## src/rtl/touch_gesture_classifier_macros.svh

```systemverilog
// assertion macros for the touch gesture classifier
// used by modules that check their own logic; needs clk and arst_n in scope
`ifndef TOUCH_GESTURE_CLASSIFIER_MACROS_SVH
`define TOUCH_GESTURE_CLASSIFIER_MACROS_SVH

// same-cycle implication, checked out of reset
`define TGC_ASSERT_NOW(label, ante, cons, msg) \
	label: assert property (@(posedge clk) disable iff (!arst_n) (ante) |-> (cons)) \
		else $error(msg);

// next-cycle implication, checked out of reset
`define TGC_ASSERT_NEXT(label, ante, cons, msg) \
	label: assert property (@(posedge clk) disable iff (!arst_n) (ante) |=> (cons)) \
		else $error(msg);

`endif

```

## src/rtl/tgc_pkg.sv

```systemverilog
// shared types and constants of the touch gesture classifier
// no dependencies
`default_nettype none

package tgc_pkg;

	localparam int unsigned COORD_W    = 10;
	localparam int unsigned THRESH_W   = 8;
	localparam int unsigned DELTA_W    = 8;
	localparam int unsigned PAGE_W     = 2;
	localparam int unsigned PAGE_COUNT = 3;
	localparam int unsigned CFG_IDX_W  = 3;
	localparam int unsigned CFG_DATA_W = 10;

	typedef logic [COORD_W-1:0]       coord_t;
	typedef logic [THRESH_W-1:0]      thresh_t;
	typedef logic signed [DELTA_W-1:0] delta_t;
	typedef logic [PAGE_W-1:0]        page_t;
	typedef logic [CFG_IDX_W-1:0]     cfg_idx_t;
	typedef logic [CFG_DATA_W-1:0]    cfg_data_t;

	typedef enum logic [1:0] {
		EV_NONE  = 2'd0,
		EV_MOVE  = 2'd1,
		EV_CLICK = 2'd2,
		EV_PAGE  = 2'd3
	} event_kind_t;

	localparam cfg_idx_t REG_PAD_LIMIT   = 3'd0;
	localparam cfg_idx_t REG_DRAG_THRESH = 3'd1;
	localparam cfg_idx_t REG_SWIPE_MIN_X = 3'd2;
	localparam cfg_idx_t REG_SWIPE_MAX_Y = 3'd3;

	localparam coord_t  PAD_LIMIT_RST   = 10'd320;
	localparam thresh_t DRAG_THRESH_RST = 8'd8;
	localparam coord_t  SWIPE_MIN_X_RST = 10'd40;
	localparam coord_t  SWIPE_MAX_Y_RST = 10'd20;

	localparam page_t PAGE_LAST = PAGE_W'(PAGE_COUNT - 1);

endpackage

`default_nettype wire

```

## src/rtl/tgc_if.sv

```systemverilog
// valid/ready channel interfaces: touch samples in, gesture events out
// depends on tgc_pkg
`default_nettype none

interface tgc_sample_if;
	import tgc_pkg::*;

	logic   valid;
	logic   ready;
	logic   pressed;
	coord_t sample_x;
	coord_t sample_y;
	logic   link_up;

	modport source (output valid, pressed, sample_x, sample_y, link_up, input ready);
	modport sink   (input valid, pressed, sample_x, sample_y, link_up, output ready);
endinterface

interface tgc_event_if;
	import tgc_pkg::*;

	logic        valid;
	logic        ready;
	event_kind_t event_kind;
	delta_t      delta_x;
	delta_t      delta_y;
	page_t       page_index;

	modport source (output valid, event_kind, delta_x, delta_y, page_index, input ready);
	modport sink   (input valid, event_kind, delta_x, delta_y, page_index, output ready);
endinterface

`default_nettype wire

```

## src/rtl/touch_gesture_classifier.sv

```systemverilog
// touch gesture classifier top level: sample register, gesture decision, result register
// depends on tgc_pkg, tgc_if and touch_gesture_classifier_macros.svh
`default_nettype none
`include "touch_gesture_classifier_macros.svh"

// Turns a stream of touch samples into pointer events, one result beat for every
// sample beat. A sample is a press only when pressed is set and sample_y is below
// pad_limit; anything else is a release. The first press of a touch latches the
// start point; moving more than drag_threshold from it on either axis marks a drag.
// While dragging with the link up, a press with nonzero motion gives a relative
// move (deltas wrapped to 8 bits); on release with the link up an undragged touch
// gives a click, and a dragged touch that travelled more than swipe_min_x across
// and less than swipe_max_y up or down advances the page counter (modulo 3) and
// gives a page event. Throughput is one sample per clock while result beats are
// taken; each accepted sample beat passes through the sample register, then the
// result register, to its result beat. The touch state closes its loop through
// the decision logic, so back-to-back samples see each other's effects. While the
// result register holds a beat that has not been taken, it and the touch state
// hold; the sample register still takes one more beat if it is empty, and then
// input ready drops. Configuration writes are meant to happen while no sample
// is in flight.
module touch_gesture_classifier (
	input  wire                 clk,
	input  wire                 arst_n,
	input  wire                 cfg_we,
	input  tgc_pkg::cfg_idx_t   cfg_index,
	input  tgc_pkg::cfg_data_t  cfg_data,
	tgc_sample_if.sink          touch,
	tgc_event_if.source         gest
);
	import tgc_pkg::*;

	// absolute difference of two coordinates
	function automatic coord_t abs_diff(input coord_t a, input coord_t b);
		abs_diff = (a > b) ? coord_t'(a - b) : coord_t'(b - a);
	endfunction

	// configuration registers
	coord_t  pad_limit_q;
	thresh_t drag_thresh_q;
	coord_t  swipe_min_x_q;
	coord_t  swipe_max_y_q;

	// touch state
	logic   prev_valid_q;
	logic   dragging_q;
	coord_t prev_x_q;
	coord_t prev_y_q;
	coord_t start_x_q;
	coord_t start_y_q;
	page_t  page_q;

	// sample register
	logic   valid_s1;
	logic   pressed_s1;
	coord_t x_s1;
	coord_t y_s1;
	logic   link_s1;

	// result register
	logic        valid_s2;
	event_kind_t kind_s2;
	delta_t      dx_s2;
	delta_t      dy_s2;
	page_t       page_s2;

	// decision logic
	logic        advance;
	logic        is_press;
	logic        drag_hit;
	logic        dragging_n;
	coord_t      start_x_n;
	coord_t      start_y_n;
	delta_t      mx;
	delta_t      my;
	logic        is_swipe;
	page_t       page_n;
	event_kind_t kind_n;
	delta_t      dx_n;
	delta_t      dy_n;

	// the whole pipe moves whenever the result register is free or being drained
	assign advance     = !valid_s2 || gest.ready;
	assign touch.ready = !valid_s1 || advance;

	// config write port, out-of-range indexes are dropped
	always_ff @(posedge clk or negedge arst_n) begin
		if (!arst_n) begin
			pad_limit_q   <= PAD_LIMIT_RST;
			drag_thresh_q <= DRAG_THRESH_RST;
			swipe_min_x_q <= SWIPE_MIN_X_RST;
			swipe_max_y_q <= SWIPE_MAX_Y_RST;
		end else if (cfg_we) begin
			unique case (cfg_index)
				REG_PAD_LIMIT:   pad_limit_q   <= cfg_data;
				REG_DRAG_THRESH: drag_thresh_q <= cfg_data[THRESH_W-1:0];
				REG_SWIPE_MIN_X: swipe_min_x_q <= cfg_data;
				REG_SWIPE_MAX_Y: swipe_max_y_q <= cfg_data;
				default: ;
			endcase
		end
	end

	// sample register
	always_ff @(posedge clk or negedge arst_n) begin
		if (!arst_n) begin
			valid_s1 <= 1'b0;
		end else if (touch.ready) begin
			valid_s1 <= touch.valid;
		end
	end

	always_ff @(posedge clk) begin
		if (touch.valid && touch.ready) begin
			pressed_s1 <= touch.pressed;
			x_s1       <= touch.sample_x;
			y_s1       <= touch.sample_y;
			link_s1    <= touch.link_up;
		end
	end

	always_comb begin
		is_press = pressed_s1 && (y_s1 < pad_limit_q);

		// first press of a touch restarts from this point with no drag
		start_x_n = prev_valid_q ? start_x_q : x_s1;
		start_y_n = prev_valid_q ? start_y_q : y_s1;
		drag_hit  = (abs_diff(x_s1, start_x_q) > {2'b00, drag_thresh_q}) ||
		            (abs_diff(y_s1, start_y_q) > {2'b00, drag_thresh_q});
		dragging_n = prev_valid_q && (dragging_q || drag_hit);

		// motion since last press, wrapped to the delta width
		mx = delta_t'(x_s1 - prev_x_q);
		my = delta_t'(y_s1 - prev_y_q);

		// swipe is judged on the last press of the touch
		is_swipe = (abs_diff(prev_x_q, start_x_q) > swipe_min_x_q) &&
		           (abs_diff(prev_y_q, start_y_q) < swipe_max_y_q);

		kind_n = EV_NONE;
		dx_n   = '0;
		dy_n   = '0;
		page_n = page_q;
		if (is_press) begin
			if (dragging_n && link_s1 && ((mx != '0) || (my != '0))) begin
				kind_n = EV_MOVE;
				dx_n   = mx;
				dy_n   = my;
			end
		end else if (prev_valid_q && link_s1) begin
			if (!dragging_q) begin
				kind_n = EV_CLICK;
			end else if (is_swipe) begin
				kind_n = EV_PAGE;
				page_n = (page_q == PAGE_LAST) ? '0 : page_t'(page_q + 1'b1);
			end
		end
	end

	// touch state follows each sample as it moves into the result register
	always_ff @(posedge clk or negedge arst_n) begin
		if (!arst_n) begin
			prev_valid_q <= 1'b0;
			dragging_q   <= 1'b0;
			prev_x_q     <= '0;
			prev_y_q     <= '0;
			start_x_q    <= '0;
			start_y_q    <= '0;
			page_q       <= '0;
		end else if (valid_s1 && advance) begin
			page_q <= page_n;
			if (is_press) begin
				prev_valid_q <= 1'b1;
				dragging_q   <= dragging_n;
				start_x_q    <= start_x_n;
				start_y_q    <= start_y_n;
				prev_x_q     <= x_s1;
				prev_y_q     <= y_s1;
			end else begin
				// drag mark is kept until the next touch starts
				prev_valid_q <= 1'b0;
			end
		end
	end

	// result register
	always_ff @(posedge clk or negedge arst_n) begin
		if (!arst_n) begin
			valid_s2 <= 1'b0;
		end else if (advance) begin
			valid_s2 <= valid_s1;
		end
	end

	always_ff @(posedge clk) begin
		if (valid_s1 && advance) begin
			kind_s2 <= kind_n;
			dx_s2   <= dx_n;
			dy_s2   <= dy_n;
			page_s2 <= page_n;
		end
	end

	assign gest.valid      = valid_s2;
	assign gest.event_kind = kind_s2;
	assign gest.delta_x    = dx_s2;
	assign gest.delta_y    = dy_s2;
	assign gest.page_index = page_s2;

	`TGC_ASSERT_NOW(a_move_nonzero, valid_s2 && (kind_s2 == EV_MOVE), (dx_s2 != '0) || (dy_s2 != '0), "move beat with zero motion")
	`TGC_ASSERT_NOW(a_still_zero, valid_s2 && (kind_s2 != EV_MOVE), (dx_s2 == '0) && (dy_s2 == '0), "non-move beat carries motion")
	`TGC_ASSERT_NOW(a_page_range, 1'b1, page_q <= PAGE_LAST, "page counter out of range")
	`TGC_ASSERT_NEXT(a_page_hold, !(valid_s1 && advance && (kind_n == EV_PAGE)), $stable(page_q), "page counter moved without a page event")

endmodule

`default_nettype wire
```

## src/flat_wrapper.sv

```systemverilog
// flat-port wrapper written by rule: the top's interface ports become plain ports
module touch_gesture_classifier_flat import tgc_pkg::*;
  (clk, arst_n, cfg_we, cfg_index, cfg_data, touch_valid, touch_pressed, touch_sample_x, touch_sample_y, touch_link_up, touch_ready, gest_valid, gest_event_kind, gest_delta_x, gest_delta_y, gest_page_index, gest_ready);
  tgc_sample_if touch_i ();
  tgc_event_if gest_i ();
  input  wire clk;
  input  wire arst_n;
  input  wire cfg_we;
  input  tgc_pkg::cfg_idx_t cfg_index;
  input  tgc_pkg::cfg_data_t cfg_data;
  input wire logic [$bits(touch_i.valid)-1:0] touch_valid;
  input wire logic [$bits(touch_i.pressed)-1:0] touch_pressed;
  input wire logic [$bits(touch_i.sample_x)-1:0] touch_sample_x;
  input wire logic [$bits(touch_i.sample_y)-1:0] touch_sample_y;
  input wire logic [$bits(touch_i.link_up)-1:0] touch_link_up;
  output wire logic [$bits(touch_i.ready)-1:0] touch_ready;
  output wire logic [$bits(gest_i.valid)-1:0] gest_valid;
  output wire logic [$bits(gest_i.event_kind)-1:0] gest_event_kind;
  output wire logic [$bits(gest_i.delta_x)-1:0] gest_delta_x;
  output wire logic [$bits(gest_i.delta_y)-1:0] gest_delta_y;
  output wire logic [$bits(gest_i.page_index)-1:0] gest_page_index;
  input wire logic [$bits(gest_i.ready)-1:0] gest_ready;
  assign touch_i.valid = touch_valid;
  assign touch_i.pressed = touch_pressed;
  assign touch_i.sample_x = touch_sample_x;
  assign touch_i.sample_y = touch_sample_y;
  assign touch_i.link_up = touch_link_up;
  assign touch_ready = touch_i.ready;
  assign gest_valid = gest_i.valid;
  assign gest_event_kind = gest_i.event_kind;
  assign gest_delta_x = gest_i.delta_x;
  assign gest_delta_y = gest_i.delta_y;
  assign gest_page_index = gest_i.page_index;
  assign gest_i.ready = gest_ready;
  touch_gesture_classifier u_core (.clk(clk), .arst_n(arst_n), .cfg_we(cfg_we), .cfg_index(cfg_index), .cfg_data(cfg_data), .touch(touch_i), .gest(gest_i));
endmodule
```

## config.mk

```make
export PLATFORM = sky130hd
export DESIGN_NAME = touch_gesture_classifier_flat
export DESIGN_NICKNAME = d
export VERILOG_FILES = /design/src/rtl/tgc_pkg.sv /design/src/rtl/tgc_if.sv /design/src/rtl/touch_gesture_classifier.sv /design/src/flat_wrapper.sv
export VERILOG_INCLUDE_DIRS = /design/src /design/src/rtl
export SDC_FILE = /design/constraint.sdc
export NUM_CORES = 1
export LEC_CHECK = 0
export BUFFER_PORTS_ARGS = -buffer_cell sky130_fd_sc_hd__buf_2
export CAP_MARGIN = 20
export CORE_MARGIN = 5
export CORE_UTILIZATION = 45
export CTS_CLUSTER_SIZE = 16
export DETAILED_ROUTE_END_ITERATION = 8
export PLACE_DENSITY = 0.68
export REMOVE_ABC_BUFFERS = 1
export SLEW_MARGIN = 20
export SYNTH_ARGS = -nofsm -noshare
export SYNTH_HDL_FRONTEND = slang
export SYNTH_SLANG_ARGS = --single-unit
export TNS_END_PERCENT = 5
```

## constraint.sdc

```tcl
create_clock -name clk -period 5.1 [get_ports clk]
set_input_delay 1.53 -clock clk [delete_from_list [all_inputs] [get_ports clk]]
set_output_delay 1.53 -clock clk [all_outputs]
set_load 0.01 [all_outputs]
```

==> results.rst <==
.. list-table::
   :header-rows: 1

   * - Metric
     - Value
   * - All-layer global routing usage
     - 20.8%
   * - Count of endpoints failing hold in the final timing report
     - 0
   * - CTS tree
     - yes
   * - Top achievable clock speed
     - between 0.2 and 0.25 GHz
   * - Final Util
     - a little over half
   * - Bufs on Longest Clock Path
     - 2
   * - Kind of launch point of the worst setup path
     - flip-flop
   * - Placed insts
     - approximately 1300
   * - Critical path arrival
     - between 5 and 6 ns
   * - Storage cell area
     - between 3000 and 4000 um^2
   * - Synthesized area per cell
     - between 9 and 10 um^2
   * - Register-to-register setup slack
     - 0.25 ns
   * - Number of enable flip-flop cells after synthesis
     - 42
   * - RR Startpoint
     - u_core.y_s1[0]
   * - Peak VDD IR
     - ~0.34 mV
   * - Clock sinks
     - about 130
   * - Final Setup Violations
     - 0
   * - Routability Congestion
     - slightly above 0.9
   * - Maximum fanout encountered on the critical timing path
     - 8
   * - Count of yosys warnings during synthesis
     - 0
   * - Vias post-DR
     - between 7000 and 8000
   * - First-pass iteration count of the detailed router
     - 7
   * - DR WL/cell
     - approximately 18 um
   * - Setup Skew
     - between 0.007 and 0.008 ns
   * - Hold buffer count at CTS
     - 0
   * - Fillcell total
     - roughly 1900
   * - PortBufs
     - between 60 and 70
   * - Terminating pin of the worst hold path
     - u_core.swipe_max_y_q[0]
   * - Start-to-end type of the worst setup path
     - reg -> reg
   * - Remaining routing DRC violations
     - 0
   * - Max H-tree Level
     - 4
   * - Area added between synthesis and finish
     - 15.8%
   * - Netlist area before placement
     - ~9700 um^2
   * - Core Area
     - about 21000 um^2
   * - Clock Latency Late Sink
     - 0.42 ns
   * - Total CTS buffers
     - 17
   * - Overflow left after global routing
     - 0
   * - Ant. Diodes
     - 0
   * - Register clock-pin slew on the reported worst setup and hold paths
     - approximately 0.06 ns
   * - Placement row count
     - 53
   * - Worst hold start
     - u_core.swipe_max_y_q[0]
   * - Area taken by multi-input logic gates
     - around 5700 um^2
   * - Effective utilization at floorplan
     - between 40 and 50%
   * - Global-route wire length before repair
     - 40.0 mm
   * - Final critical path time including I/O delays and setup
     - between 4 and 5 ns
   * - Clock root buffer
     - sky130_fd_sc_hd__clkbuf_16
   * - Fraction of final layout cells sized beyond drive strength 1
     - a little under a fifth
   * - Number of nets in the finished design
     - approximately 1300
   * - Die boundary height
     - approximately 160 um
   * - Number of stages on the worst hold path
     - 1
   * - Final worst path period share
     - 95.1%
   * - Run status
     - completed
   * - Worst Hold Slack
     - 0.503 ns
   * - Total half-perimeter wirelength after legalization and detailed placement
     - approximately 20 mm
   * - Final cell count without fillers
     - 1382
   * - Static leakage
     - 5.13 nW
   * - Maximum number of pins on one net before global-route repair
     - 59
   * - Initial antenna violation count
     - 0
   * - Worst reg2reg endpoint
     - u_core.gest.delta_x[5]
   * - Fraction of registers with async set or reset after synthesis
     - 66.7%
   * - Top-level port count
     - 62
   * - Summed negative setup slack over all endpoints
     - 0 ns
   * - Count of state elements after synthesis
     - about 130
   * - Number of max-capacitance violations reported
     - 0
   * - Worst-case headroom to the max-slew limit
     - approximately 48%
   * - Most common flop cell mapped by yosys
     - sky130_fd_sc_hd__dfrtp_1
   * - Via count of the first global-routing pass
     - 7593
   * - Required time reported for the critical path endpoint
     - between 5 and 6 ns
   * - Total detailed-routing wirelength
     - between 20 and 30 mm
   * - Class of the worst hold path
     - reg -> reg
   * - Post-Syn Instances
     - 1003
   * - Iteration-0 DRC Markers
     - just under 500
   * - Logic depth of the worst register-to-register path
     - 20
   * - Nature of the critical path endpoint
     - flip-flop
   * - Die width
     - 157 um
   * - Vias per cell
     - 5.54
   * - Areal power density over the cells
     - 744 nW/um^2
   * - Slew Viols, Final
     - 0
   * - Number of distinct library cells after synthesis
     - 73
   * - Area of the die
     - 24600 um^2
   * - Tightest Pin Transition
     - about 0.78 ns
   * - Post-detailed-route count of antenna-violating nets
     - 0
   * - Proportion of synthesized chip area in sequential cells
     - about a third
-- final cells by class --
type	count	area share (%)
well taps	275	3.07
inverters	122	4.08
multi-input cells	724	51.2
clock buffers	19	4.14
clock inverters	13	1.65
repair buffers	103	5.82
flip-flops and latches	126	30.0
-- kinds of logic after synthesis --
group           Yosys count  synth area share [%]
simple gates            220                  11.4
compound gates          252                  17.0
mux                      65                  7.14
fa+ha+maj               144                  19.4
flops                   126                  34.8
xor+xnor                 43                  3.89
buf+inv                 153                  6.42
-- repair_timing --
item	CTS	global route
endpoints found under the setup margin	0	21
setup buffers	0	8
gates resized for setup	0	11
hold endpoints to repair	0	0
-- cell usage after synthesis, drive strengths merged, types with 3 or more instances --
cell | n | area (um^2)
ha | 134 | 1680
inv | 122 | 458
o21ai | 82 | 410
dfrtp | 77 | 1930
nand2 | 77 | 289
a21oi | 58 | 290
edfxtp | 42 | 1260
mux2 | 33 | 372
mux2i | 32 | 320
nor2 | 28 | 105
xnor2 | 26 | 228
buf | 24 | 136
nor3 | 23 | 120
nor2b | 19 | 119
a21o | 18 | 135
xor2 | 17 | 149
nand2b | 13 | 81.3
nand3 | 13 | 65.1
nand4 | 13 | 81.3
a211oi | 11 | 92.6
a31oi | 11 | 83.8
fa | 10 | 200
o21a | 8 | 60.1
a221oi | 7 | 67.6
clkbuf | 7 | 27.5
dfstp | 7 | 184
nor3b | 7 | 62.6
nor4 | 7 | 43.8
o21bai | 7 | 52.6
o211ai | 6 | 45.0
o22ai | 6 | 37.5
and2 | 5 | 33.8
and3 | 5 | 31.3
nand3b | 5 | 37.5
o41ai | 5 | 51.3
a211o | 4 | 35.0
a2111oi | 3 | 27.5
a21boi | 3 | 22.5
o311ai | 3 | 26.3
o31a | 3 | 26.3
o31ai | 3 | 41.3
-- critical path, cell delays in order, from the launching register on --
cell and delay [ns]:
sky130_fd_sc_hd__edfxtp_1 0.43, sky130_fd_sc_hd__inv_1 0.14, sky130_fd_sc_hd__ha_1 0.18, sky130_fd_sc_hd__inv_1 0.05, sky130_fd_sc_hd__fa_1 0.38, sky130_fd_sc_hd__a21o_1 0.23
sky130_fd_sc_hd__a221oi_2 0.29, sky130_fd_sc_hd__a221oi_1 0.16, sky130_fd_sc_hd__o21a_2 0.21, sky130_fd_sc_hd__mux2_2 0.29, sky130_fd_sc_hd__a21oi_2 0.14, sky130_fd_sc_hd__o21ai_0 0.11
sky130_fd_sc_hd__xor2_1 0.16, sky130_fd_sc_hd__ha_1 0.32, sky130_fd_sc_hd__a211o_1 0.29, sky130_fd_sc_hd__a2111oi_1 0.38, sky130_fd_sc_hd__o32a_1 0.19, sky130_fd_sc_hd__nand2_1 0.09
sky130_fd_sc_hd__o221ai_4 0.26, sky130_fd_sc_hd__clkbuf_16 0.22, sky130_fd_sc_hd__nor2_1 0.04
-- metal layers --
layer  GRT usage, %  wire length [um]  part of all wire, %  up-vias
met4           6.12               577                  2.3        0
met3           3.57               894                  3.6       36
met1           26.2             10700                   43     3706
li1               -                 -                    -     3743
met5              0                 0                    0        -
met2           36.6             12900                   51      166
-- worst max path at each step --
stage,start,endpoint,slack (ns)
after floorplan,gest_ready,u_core.start_x_q[9],0.29
after global placement,u_core.x_s1[0],u_core.gest.event_kind[0],0.29
after detailed placement,u_core.y_s1[0],u_core.gest.event_kind[0],0.12
after CTS,u_core.y_s1[0],u_core.gest.event_kind[0],0.09
after global routing,u_core.x_s1[0],u_core.gest.delta_y[1],-0.00002
final,u_core.y_s1[0],u_core.gest.delta_x[5],0.25
-- placed cells by master, fill, tap and decap left out, types with 5 or more instances in the layout --
master and n:
sky130_fd_sc_hd__ha_1 131, sky130_fd_sc_hd__inv_1 121, sky130_fd_sc_hd__o21ai_0 79, sky130_fd_sc_hd__dfrtp_1 77, sky130_fd_sc_hd__nand2_1 76, sky130_fd_sc_hd__buf_2 60, sky130_fd_sc_hd__a21oi_1 57, sky130_fd_sc_hd__edfxtp_1 42
sky130_fd_sc_hd__buf_4 41, sky130_fd_sc_hd__mux2_2 33, sky130_fd_sc_hd__mux2i_1 32, sky130_fd_sc_hd__nor2_1 28, sky130_fd_sc_hd__xnor2_1 26, sky130_fd_sc_hd__nor3_1 22, sky130_fd_sc_hd__clkbuf_16 19, sky130_fd_sc_hd__a21o_1 18
sky130_fd_sc_hd__nor2b_1 18, sky130_fd_sc_hd__xor2_1 17, sky130_fd_sc_hd__nand4_1 13, sky130_fd_sc_hd__nand3_1 13, sky130_fd_sc_hd__nand2b_1 13, sky130_fd_sc_hd__fa_1 10, sky130_fd_sc_hd__a211oi_1 9, sky130_fd_sc_hd__a31oi_1 9
sky130_fd_sc_hd__o21bai_1 7, sky130_fd_sc_hd__o21a_1 7, sky130_fd_sc_hd__dfstp_2 7, sky130_fd_sc_hd__o211ai_1 6, sky130_fd_sc_hd__o22ai_1 6, sky130_fd_sc_hd__nor4_1 6, sky130_fd_sc_hd__nand3b_1 5, sky130_fd_sc_hd__and3_1 5
sky130_fd_sc_hd__a221oi_1 5
-- where the power goes --
part / switching [mW] / internal, mW / total, mW
clock: 0.470 / 0.861 / 1.33
combinational: 3.12 / 2.41 / 5.54
sequential: 0.182 / 1.31 / 1.49
total: 3.77 / 4.58 / 8.36
-- through the flow --
step	worst slack (ns)	cell area [um^2]	power (mW)
final	0.251	11200	8.36
after global routing	-0.0000155	11200	9.09
after CTS	0.0905	11100	8.24
after detailed placement	0.115	10500	6.85
after global placement	0.286	10500	6.75
after floorplan	0.292	9530	5.39
-- sequential cells by signal, indices dropped and copies added, names as in the netlist, 2 cells and up --
register / cells
u_core.gest.page_index: 2
u_core.swipe_max_y_q: 10
u_core.gest.delta_y: 8
u_core.y_s1: 10
u_core.prev_x_q: 10
u_core.x_s1: 10
u_core.gest.delta_x: 8
u_core.gest.event_kind: 2
u_core.prev_y_q: 10
u_core.page_q: 2
u_core.start_y_q: 10
u_core.swipe_min_x_q: 10
u_core.pad_limit_q: 10
u_core.drag_thresh_q: 8
u_core.start_x_q: 10
Note: power is estimated with default switching activity, not from simulation.
